<file path="config.mk">
export PLATFORM = sky130hd
export DESIGN_NAME = tile_frame_decoder_unit
export DESIGN_NICKNAME = d
export VERILOG_FILES = /design/src/rtl/tfd_pkg.sv /design/src/rtl/tile_frame_decoder_unit.sv /design/src/rtl/tfd_out_reg.sv
export SDC_FILE = /design/constraint.sdc
export NUM_CORES = 1
export LEC_CHECK = 0
export ABC_AREA = 1
export BUFFER_PORTS_ARGS = -buffer_cell sky130_fd_sc_hd__buf_2
export CAP_MARGIN = 20
export CORE_MARGIN = 3
export CORE_UTILIZATION = 55
export DETAILED_ROUTE_END_ITERATION = 12
export MAX_ROUTING_LAYER = met4
export PLACE_DENSITY = 0.71
export SLEW_MARGIN = 20
export SYNTH_ARGS = -nofsm -noshare
export SYNTH_HDL_FRONTEND = slang
export SYNTH_SLANG_ARGS = --single-unit
</file>
<file path="constraint.sdc">
create_clock -name clk -period 13.7 [get_ports clk]
set_input_delay 1.37 -clock clk [delete_from_list [all_inputs] [get_ports clk]]
set_output_delay 1.37 -clock clk [all_outputs]
set_load 0.02 [all_outputs]
</file>
<file path="src/rtl/tfd_pkg.sv">
`timescale 1ns / 1ps
`default_nettype none
// -----------------------------------------------------------------------------
// Tile frame decoder package
// Shared result type, frame kind codes and sequencer states.
// -----------------------------------------------------------------------------
package tfd_pkg;

	localparam logic [2:0] KIND_SQUARE     = 3'd0;
	localparam logic [2:0] KIND_RLE        = 3'd1;
	localparam logic [2:0] KIND_LEFT_TRI   = 3'd2;
	localparam logic [2:0] KIND_RIGHT_TRI  = 3'd3;
	localparam logic [2:0] KIND_LEFT_TRAP  = 3'd4;
	localparam logic [2:0] KIND_RIGHT_TRAP = 3'd5;

	typedef struct packed {
		logic [4:0] pixel_x;
		logic [4:0] pixel_y;
		logic       opaque;
		logic [7:0] color_index;
		logic       run_last;
		logic       frame_done;
		logic       frame_error;
	} res_t;

	typedef enum logic [2:0] {
		ST_IDLE,
		ST_SETTLE,
		ST_TAKE,
		ST_RUN,
		ST_ROWCHK,
		ST_ENDCHK,
		ST_ERR,
		ST_FLUSH
	} seq_state_t;

endpackage
`default_nettype wire

</file>
<file path="src/rtl/tile_frame_decoder_unit.sv">
`timescale 1ns / 1ps
`default_nettype none
// Flow: each result waits in a pending register and moves to the output register when the
// next result is made or the byte is flushed; the output register holds it while m_tready is low.
// s_tready is high only in idle, so a new byte is taken only once every result of the last one
// has been passed on; a stall on the output holds the sequencer back.
// Reset: arst_n clears the sequencer to idle, the frame kind to zero and the row to the top.
// -----------------------------------------------------------------------------
// Tile frame decoder
// Turns the encoded bytes of one square tile frame into a stream of pixels.
// -----------------------------------------------------------------------------
module tile_frame_decoder_unit #(
	parameter int TILE_SIDE = 32
) (
	input  logic        clk,
	input  logic        arst_n,
	input  logic        cfg_we,
	input  logic [2:0]  cfg_wdata,
	input  logic        s_tvalid,
	output logic        s_tready,
	input  logic [7:0]  s_tdata,   // data_byte
	input  logic        s_tuser,   // frame_start
	input  logic        s_tlast,   // data_end
	output logic        m_tvalid,
	input  logic        m_tready,
	output logic [23:0] m_tdata,   // pixel_x, pixel_y, color_index, zero fill
	output logic [2:0]  m_tuser,   // opaque, frame_done, frame_error
	output logic        m_tlast    // run_last
);
	import tfd_pkg::*;

	localparam int HALF = TILE_SIDE / 2;
	localparam int CW   = $clog2(TILE_SIDE) + 1;
	localparam int RW   = $clog2(TILE_SIDE);
	localparam int CMPW = (CW > 8) ? CW : 8;

	typedef struct packed {
		logic [CW-1:0] lead;
		logic [CW-1:0] count;
		logic          skip_pre;
		logic          skip_post;
	} shape_t;

	function automatic shape_t shape_f(input logic [RW-1:0] y, input logic [2:0] k);
		shape_t        s;
		logic          bottom;
		logic          left;
		logic          right;
		logic          tri_k;
		logic          odd;
		logic [CW-1:0] i;
		logic [CW-1:0] two_i;
		bottom = (CW'(y) >= CW'(HALF));
		i      = bottom ? (CW'(TILE_SIDE) - CW'(y)) : (CW'(HALF) - CW'(y));
		two_i  = i << 1;
		odd    = i[0];
		left   = (k == KIND_LEFT_TRI) || (k == KIND_LEFT_TRAP);
		right  = (k == KIND_RIGHT_TRI) || (k == KIND_RIGHT_TRAP);
		tri_k  = (k == KIND_LEFT_TRI) || (k == KIND_RIGHT_TRI);
		s.lead      = '0;
		s.count     = CW'(TILE_SIDE);
		s.skip_pre  = 1'b0;
		s.skip_post = 1'b0;
		if ((left || right) && (bottom || tri_k)) begin
			s.count = bottom ? two_i : (CW'(TILE_SIDE) - two_i);
			if (left) begin
				s.lead     = bottom ? (CW'(TILE_SIDE) - two_i) : two_i;
				s.skip_pre = odd;
			end else begin
				s.skip_post = odd;
			end
		end
		return s;
	endfunction

	seq_state_t    state_q, state_d;
	logic [2:0]    frame_kind_q;
	logic [2:0]    kind_q, kind_d;
	logic [7:0]    byte_q, byte_d;
	logic          end_q, end_d;
	logic          taken_q, taken_d;
	logic [CW-1:0] column_q, column_d;
	logic [RW-1:0] row_q, row_d;
	logic [1:0]    skip_q, skip_d;
	logic [6:0]    literal_q, literal_d;
	logic [7:0]    run_q, run_d;
	logic          dec_q, dec_d;
	res_t          pend_q, pend_d;
	logic          pend_v_q, pend_v_d;

	shape_t        sh_cur;
	shape_t        sh_next;
	shape_t        sh_top;
	logic          in_range;
	logic [CW-1:0] rest;
	logic [7:0]    neg_run;
	logic          can_push;
	logic          do_emit;
	res_t          new_res;
	logic          push_v;
	res_t          push_data;
	logic          push_ready;
	res_t          out_data;

	assign sh_cur   = shape_f(row_q, kind_q);
	assign sh_next  = shape_f(RW'(row_q - 1'b1), kind_q);
	assign sh_top   = shape_f(RW'(TILE_SIDE - 1), frame_kind_q);
	assign in_range = (column_q >= sh_cur.lead) &&
		(column_q < CW'(sh_cur.lead + sh_cur.count));
	assign rest     = (column_q < CW'(TILE_SIDE)) ? CW'(CW'(TILE_SIDE) - column_q) : '0;
	assign neg_run  = 8'(8'd0 - byte_q);
	assign can_push = !pend_v_q || push_ready;
	assign s_tready = (state_q == ST_IDLE);

	always_comb begin
		state_d   = state_q;
		kind_d    = kind_q;
		byte_d    = byte_q;
		end_d     = end_q;
		taken_d   = taken_q;
		column_d  = column_q;
		row_d     = row_q;
		skip_d    = skip_q;
		literal_d = literal_q;
		run_d     = run_q;
		dec_d     = dec_q;
		pend_d    = pend_q;
		pend_v_d  = pend_v_q;
		do_emit   = 1'b0;
		new_res   = '0;
		push_v    = 1'b0;
		push_data = pend_q;
		new_res.pixel_x = 5'(column_q);
		new_res.pixel_y = 5'(row_q);

		case (state_q)
			ST_IDLE: begin
				if (s_tvalid) begin
					byte_d   = s_tdata;
					end_d    = s_tlast;
					taken_d  = 1'b0;
					pend_v_d = 1'b0;
					if (s_tuser) begin
						kind_d    = frame_kind_q;
						row_d     = RW'(TILE_SIDE - 1);
						column_d  = '0;
						literal_d = '0;
						dec_d     = 1'b1;
						skip_d    = (frame_kind_q != KIND_RLE && sh_top.skip_pre) ?
							2'd2 : 2'd0;
						state_d   = (frame_kind_q != KIND_RLE) ? ST_SETTLE : ST_TAKE;
					end else begin
						state_d = dec_q ? ST_TAKE : ST_ENDCHK;
					end
				end
			end
			ST_SETTLE: begin
				if (!dec_q || skip_q != 2'd0) begin
					state_d = taken_q ? ST_ENDCHK : ST_TAKE;
				end else if (column_q >= CW'(TILE_SIDE)) begin
					if (row_q == '0) begin
						pend_d.frame_done = pend_v_q;
						dec_d = 1'b0;
					end else begin
						row_d    = RW'(row_q - 1'b1);
						column_d = '0;
						skip_d   = (sh_cur.skip_post || sh_next.skip_pre) ? 2'd2 : 2'd0;
					end
				end else if (in_range) begin
					state_d = taken_q ? ST_ENDCHK : ST_TAKE;
				end else if (can_push) begin
					do_emit  = 1'b1;
					column_d = CW'(column_q + 1'b1);
				end
			end
			ST_TAKE: begin
				if (!dec_q) begin
					state_d = ST_ENDCHK;
				end else if (kind_q != KIND_RLE) begin
					if (skip_q != 2'd0) begin
						skip_d  = 2'(skip_q - 1'b1);
						taken_d = 1'b1;
						state_d = ST_SETTLE;
					end else if (in_range) begin
						if (can_push) begin
							do_emit             = 1'b1;
							new_res.opaque      = 1'b1;
							new_res.color_index = byte_q;
							column_d            = CW'(column_q + 1'b1);
							taken_d             = 1'b1;
							state_d             = ST_SETTLE;
						end
					end else begin
						taken_d = 1'b1;
						state_d = ST_SETTLE;
					end
				end else if (literal_q != '0) begin
					if (can_push) begin
						do_emit             = 1'b1;
						new_res.opaque      = 1'b1;
						new_res.color_index = byte_q;
						column_d            = CW'(column_q + 1'b1);
						literal_d           = 7'(literal_q - 1'b1);
						state_d             = ST_ROWCHK;
					end
				end else if (byte_q[7]) begin
					if (CMPW'(neg_run) > CMPW'(rest)) begin
						state_d = ST_ERR;
					end else begin
						run_d   = neg_run;
						state_d = ST_RUN;
					end
				end else if (byte_q != 8'd0) begin
					if (CMPW'(byte_q) > CMPW'(rest)) begin
						state_d = ST_ERR;
					end else begin
						literal_d = byte_q[6:0];
						state_d   = ST_ROWCHK;
					end
				end else begin
					state_d = ST_ROWCHK;
				end
			end
			ST_RUN: begin
				if (run_q == 8'd0) begin
					state_d = ST_ROWCHK;
				end else if (can_push) begin
					do_emit  = 1'b1;
					column_d = CW'(column_q + 1'b1);
					run_d    = 8'(run_q - 1'b1);
				end
			end
			ST_ROWCHK: begin
				if (dec_q && literal_q == '0 && column_q >= CW'(TILE_SIDE)) begin
					if (row_q == '0) begin
						pend_d.frame_done = pend_v_q;
						dec_d = 1'b0;
					end else begin
						row_d    = RW'(row_q - 1'b1);
						column_d = '0;
						skip_d   = (sh_cur.skip_post || sh_next.skip_pre) ? 2'd2 : 2'd0;
					end
				end
				state_d = ST_ENDCHK;
			end
			ST_ENDCHK: begin
				state_d = (end_q && dec_q) ? ST_ERR : ST_FLUSH;
			end
			ST_ERR: begin
				if (can_push) begin
					do_emit             = 1'b1;
					new_res.pixel_x     = '0;
					new_res.pixel_y     = '0;
					new_res.frame_error = 1'b1;
					dec_d               = 1'b0;
					skip_d              = '0;
					literal_d           = '0;
					state_d             = ST_ENDCHK;
				end
			end
			ST_FLUSH: begin
				if (!pend_v_q) begin
					state_d = ST_IDLE;
				end else if (push_ready) begin
					push_v             = 1'b1;
					push_data.run_last = 1'b1;
					pend_v_d           = 1'b0;
					state_d            = ST_IDLE;
				end
			end
			default: begin
				state_d = ST_IDLE;
			end
		endcase

		if (do_emit) begin
			push_v   = pend_v_q;
			pend_d   = new_res;
			pend_v_d = 1'b1;
		end
	end

	always_ff @(posedge clk or negedge arst_n) begin
		if (!arst_n) begin
			state_q      <= ST_IDLE;
			frame_kind_q <= KIND_SQUARE;
			kind_q       <= KIND_SQUARE;
			column_q     <= '0;
			row_q        <= RW'(TILE_SIDE - 1);
			skip_q       <= '0;
			literal_q    <= '0;
			run_q        <= '0;
			dec_q        <= 1'b0;
			taken_q      <= 1'b0;
			pend_v_q     <= 1'b0;
		end else begin
			state_q   <= state_d;
			kind_q    <= kind_d;
			column_q  <= column_d;
			row_q     <= row_d;
			skip_q    <= skip_d;
			literal_q <= literal_d;
			run_q     <= run_d;
			dec_q     <= dec_d;
			taken_q   <= taken_d;
			pend_v_q  <= pend_v_d;
			if (cfg_we) begin
				frame_kind_q <= cfg_wdata;
			end
		end
	end

	always_ff @(posedge clk) begin
		byte_q <= byte_d;
		end_q  <= end_d;
		pend_q <= pend_d;
	end

	tfd_out_reg u_out_reg (
		.clk       (clk),
		.arst_n    (arst_n),
		.in_valid  (push_v),
		.in_data   (push_data),
		.in_ready  (push_ready),
		.out_valid (m_tvalid),
		.out_data  (out_data),
		.out_ready (m_tready)
	);

	assign m_tdata = {6'd0, out_data.color_index, out_data.pixel_y, out_data.pixel_x};
	assign m_tuser = {out_data.frame_error, out_data.frame_done, out_data.opaque};
	assign m_tlast = out_data.run_last;

endmodule
`default_nettype wire

</file>
<file path="src/rtl/tfd_out_reg.sv">
`timescale 1ns / 1ps
`default_nettype none
// -----------------------------------------------------------------------------
// Tile frame decoder output register
// One-entry register that holds a finished result until the sink takes it.
// -----------------------------------------------------------------------------
module tfd_out_reg (
	input  logic          clk,
	input  logic          arst_n,
	input  logic          in_valid,
	input  tfd_pkg::res_t in_data,
	output logic          in_ready,
	output logic          out_valid,
	output tfd_pkg::res_t out_data,
	input  logic          out_ready
);
	import tfd_pkg::*;

	logic valid_q;
	res_t data_q;

	assign in_ready  = !valid_q || out_ready;
	assign out_valid = valid_q;
	assign out_data  = data_q;

	always_ff @(posedge clk or negedge arst_n) begin
		if (!arst_n) begin
			valid_q <= 1'b0;
		end else if (in_ready) begin
			valid_q <= in_valid;
		end
	end

	always_ff @(posedge clk) begin
		if (in_ready && in_valid) begin
			data_q <= in_data;
		end
	end

endmodule
`default_nettype wire

</file>
==> reports/results.ini <==
[timing]
whs_ns = 0.423
fin_tns_setup_ns = 0
max_slew.worst_pin.slew_ns = 0.992
grt_setup_unrepaired = false
finClkSkew_ns = 0.0145
drv_slew = 0
finalSetupViolCount = 0
maxSlewHeadroom = 0.336
fin_crit_ns = 6.43
fin_crit_sh = 0.469
hold_viol = 0
max_freq_ghz = 0.156

[route]
drc = 0
postRouteWirelength_mm = 13.6
vias_per_cell = 5.52
drt_iter0_markers = 455
ant_nets = 0
via_count = 5033
firstDrtPassIters = 6
wl_per_cell_um = 15.0

[cts]
cts_sinks = 93
clk_pin_slew_worst_paths_ns = 0.09
numCtsBuffers = 9
cts-root-buf = clkbuf_8
cts_max_path_buffers = 2
cts_tree = built
clkLatencyLatePin_ns = 0.38
h-tree-depth = 3
cts_resized = 0
post_cts.repair.setup_buffers = 0
cts_hold_buf = 0

[synth]
synth_cell_types = 45
synth_flop_cell = edfxtp_1
synth_area_per_cell_um2 = 8.11
synth_seq_area_share = 0.438
yosysWarnings = 0
syn-cell-area_mm2 = 0.00590
synth_edf_count = 51
async_flop_share = 0.441
ys_ff_latch = 93
postSynthCellCount = 728

[floorplan]
initial_core_util = 0.569
ios = 48
die_h_um = 110
fp.dieW_um = 110
die_area_mm2 = 0.0120
core_area_mm2 = 0.0104
rows = 37

[grt]
grt_first_pass_wirelength_mm = 22.6
grt-ovfl-total = 0
grt_use_total = 0.249
grt_pass1_vias = 4692
grt_max_degree = 42
antenna_found_initial = 0

[hold_path]
hp-class = reg -> reg
hold_depth = 0

[worst_setup_path]
path_class = reg -> reg
critical_path_arrival_ns = 6.42
r2r_cells = 30
critPathMaxStageDelay_ns = 0.73
critPathLaunchType = flop
path_max_fanout = 23
crit_top_cell = nand2_1
worstPathRequired_ns = 13.69
slowest_stage = nand2_1
end_kind = flop

[cells_and_area]
fin_nets = 825
num_antenna_cells = 0
areaGrowthSynthToFinish_pct = 8.55
drive_above_1_share = 0.135
fin_util = 0.618

[placed_design]
place_congestion = 0.964
port_buffers = 41
post-dp-hpwl_mm = 10.5

[power_and_ir_drop]
peakVddDrop_v = 0.000108
leakage_nw = 3.03
power.total_w = 0.00150
power.density_mw_per_mm2 = 235

[outcome]
status = finished, final reports clean

[job]
maxCapViolations = 0

## metal layers
metal / vias up / GRT usage / part of all wire
met1: 2293 / 0.354 / 0.46
met3: 25 / 0.0446 / 0.080
met4: 0 / 0.0793 / 0.016
li1: 2502 / - / -
met5: - / - / 0
met2: 213 / 0.363 / 0.44
## power breakdown
part	leakage [nW]	switching, W	internal (W)
Clock	0.0939	0.0000948	0.0000840
Sequential	0.991	0.0000651	0.000415
Combinational	1.94	0.000573	0.000271
Total	3.03	0.000733	0.000770
## synth_stat cells (3+ instances only)
library cell / instances / area, um^2
a211oi_1: 3 / 22.5
o221ai_1: 3 / 26.3
o21ai_1: 29 / 145
ha_1: 36 / 450
nand2_1: 164 / 616
dfstp_2: 5 / 131
edfxtp_1: 51 / 1530
nand2_2: 5 / 31.3
nor4_1: 3 / 18.8
xor2_1: 15 / 131
nor3_2: 3 / 30.0
a21oi_1: 24 / 120
nor2_1: 75 / 282
o22ai_1: 4 / 25.0
inv_2: 15 / 56.3
nand3_1: 51 / 255
nor3_1: 12 / 60.1
buf_2: 3 / 15.0
clkbuf_1: 4 / 15.0
xnor2_1: 5 / 43.8
nand3b_1: 3 / 22.5
buf_4: 7 / 52.6
o211ai_1: 3 / 22.5
nor2_2: 8 / 50.1
nand4_1: 15 / 93.8
inv_1: 85 / 319
o21ai_0: 35 / 175
a22oi_1: 3 / 22.5
dfrtp_1: 36 / 901
nor2_4: 3 / 33.8
## registers in the layout (all words and copies together), names as in the netlist
register,count
u_out_reg.out_valid,1
dec_q,1
skip_q,2
kind_q,3
u_out_reg.out_data,22
pend_q,21
byte_q,8
end_q,1
frame_kind_q,3
state_q,3
pend_v_q,1
literal_q,7
taken_q,1
run_q,8
column_q,6
row_q,5
## critical path: cells and delay by family (launching register included)
family | cells | cell delay (ns)
fa+ha+maj | 5 | 1.37
buf+inv | 5 | 0.41
simple gates | 16 | 2.53
flops | 1 | 0.57
compound gates | 4 | 1.16
## area by class of cell
class,instances,area (um^2)
Clock buffer,10,128
Clock inverter,6,63.8
Fill cell,925,3970
Inverter,102,383
Multi-Input combinational cell,522,2850
Sequential cell,93,2580
Tap cell,136,170
Timing Repair Buffer,42,225
## cells in the final DEF, fill, tap and decap left out, types with 24 or more instances in the layout
master / count
edfxtp_1: 51
a21oi_1: 24
ha_1: 36
nand2_1: 164
dfrtp_1: 36
nor2_1: 75
nand3_1: 51
o21ai_0: 35
inv_1: 85
buf_2: 41
o21ai_1: 28
## path summary, 6_finish.rpt
path,start,to,slack (ns)
worst max-delay path,row_q[0]$_DFFE_PN1P_,u_out_reg.out_data[12]$_DFFE_PP_,7.27
worst min-delay path,pend_q[20]$_DFFE_PP_,u_out_reg.out_data[20]$_DFFE_PP_,0.42
worst max register to register,row_q[0]$_DFFE_PN1P_,u_out_reg.out_data[12]$_DFFE_PP_,7.27
worst min register to register,pend_q[20]$_DFFE_PP_,u_out_reg.out_data[20]$_DFFE_PP_,0.42
max in group asynchronous,arst_n,row_q[4]$_DFFE_PN1P_,12.23
min in group asynchronous,arst_n,column_q[0]$_DFFE_PN0P_,0.90
## stage by stage
step / area [um^2] / instances / setup slack [ns]
final: 6400 / 911 / 7.27
after global placement: 6190 / 894 / 7.59
after global routing: 6400 / 911 / 6.68
after floorplan: 5920 / 733 / 8.15
after detailed placement: 6190 / 894 / 7.33
after CTS: 6380 / 910 / 7.27
## logic make-up after synthesis
kind of cell,synth area share
and+or+nand+nor,0.264
buffers and inverters,0.0827
AOI/OAI and AO/OA,0.105
DFF,0.438
adders and majority gates,0.0797
xor gates and xnor gates,0.0297
other,0.000636
(Power assumes the default switching activity.)
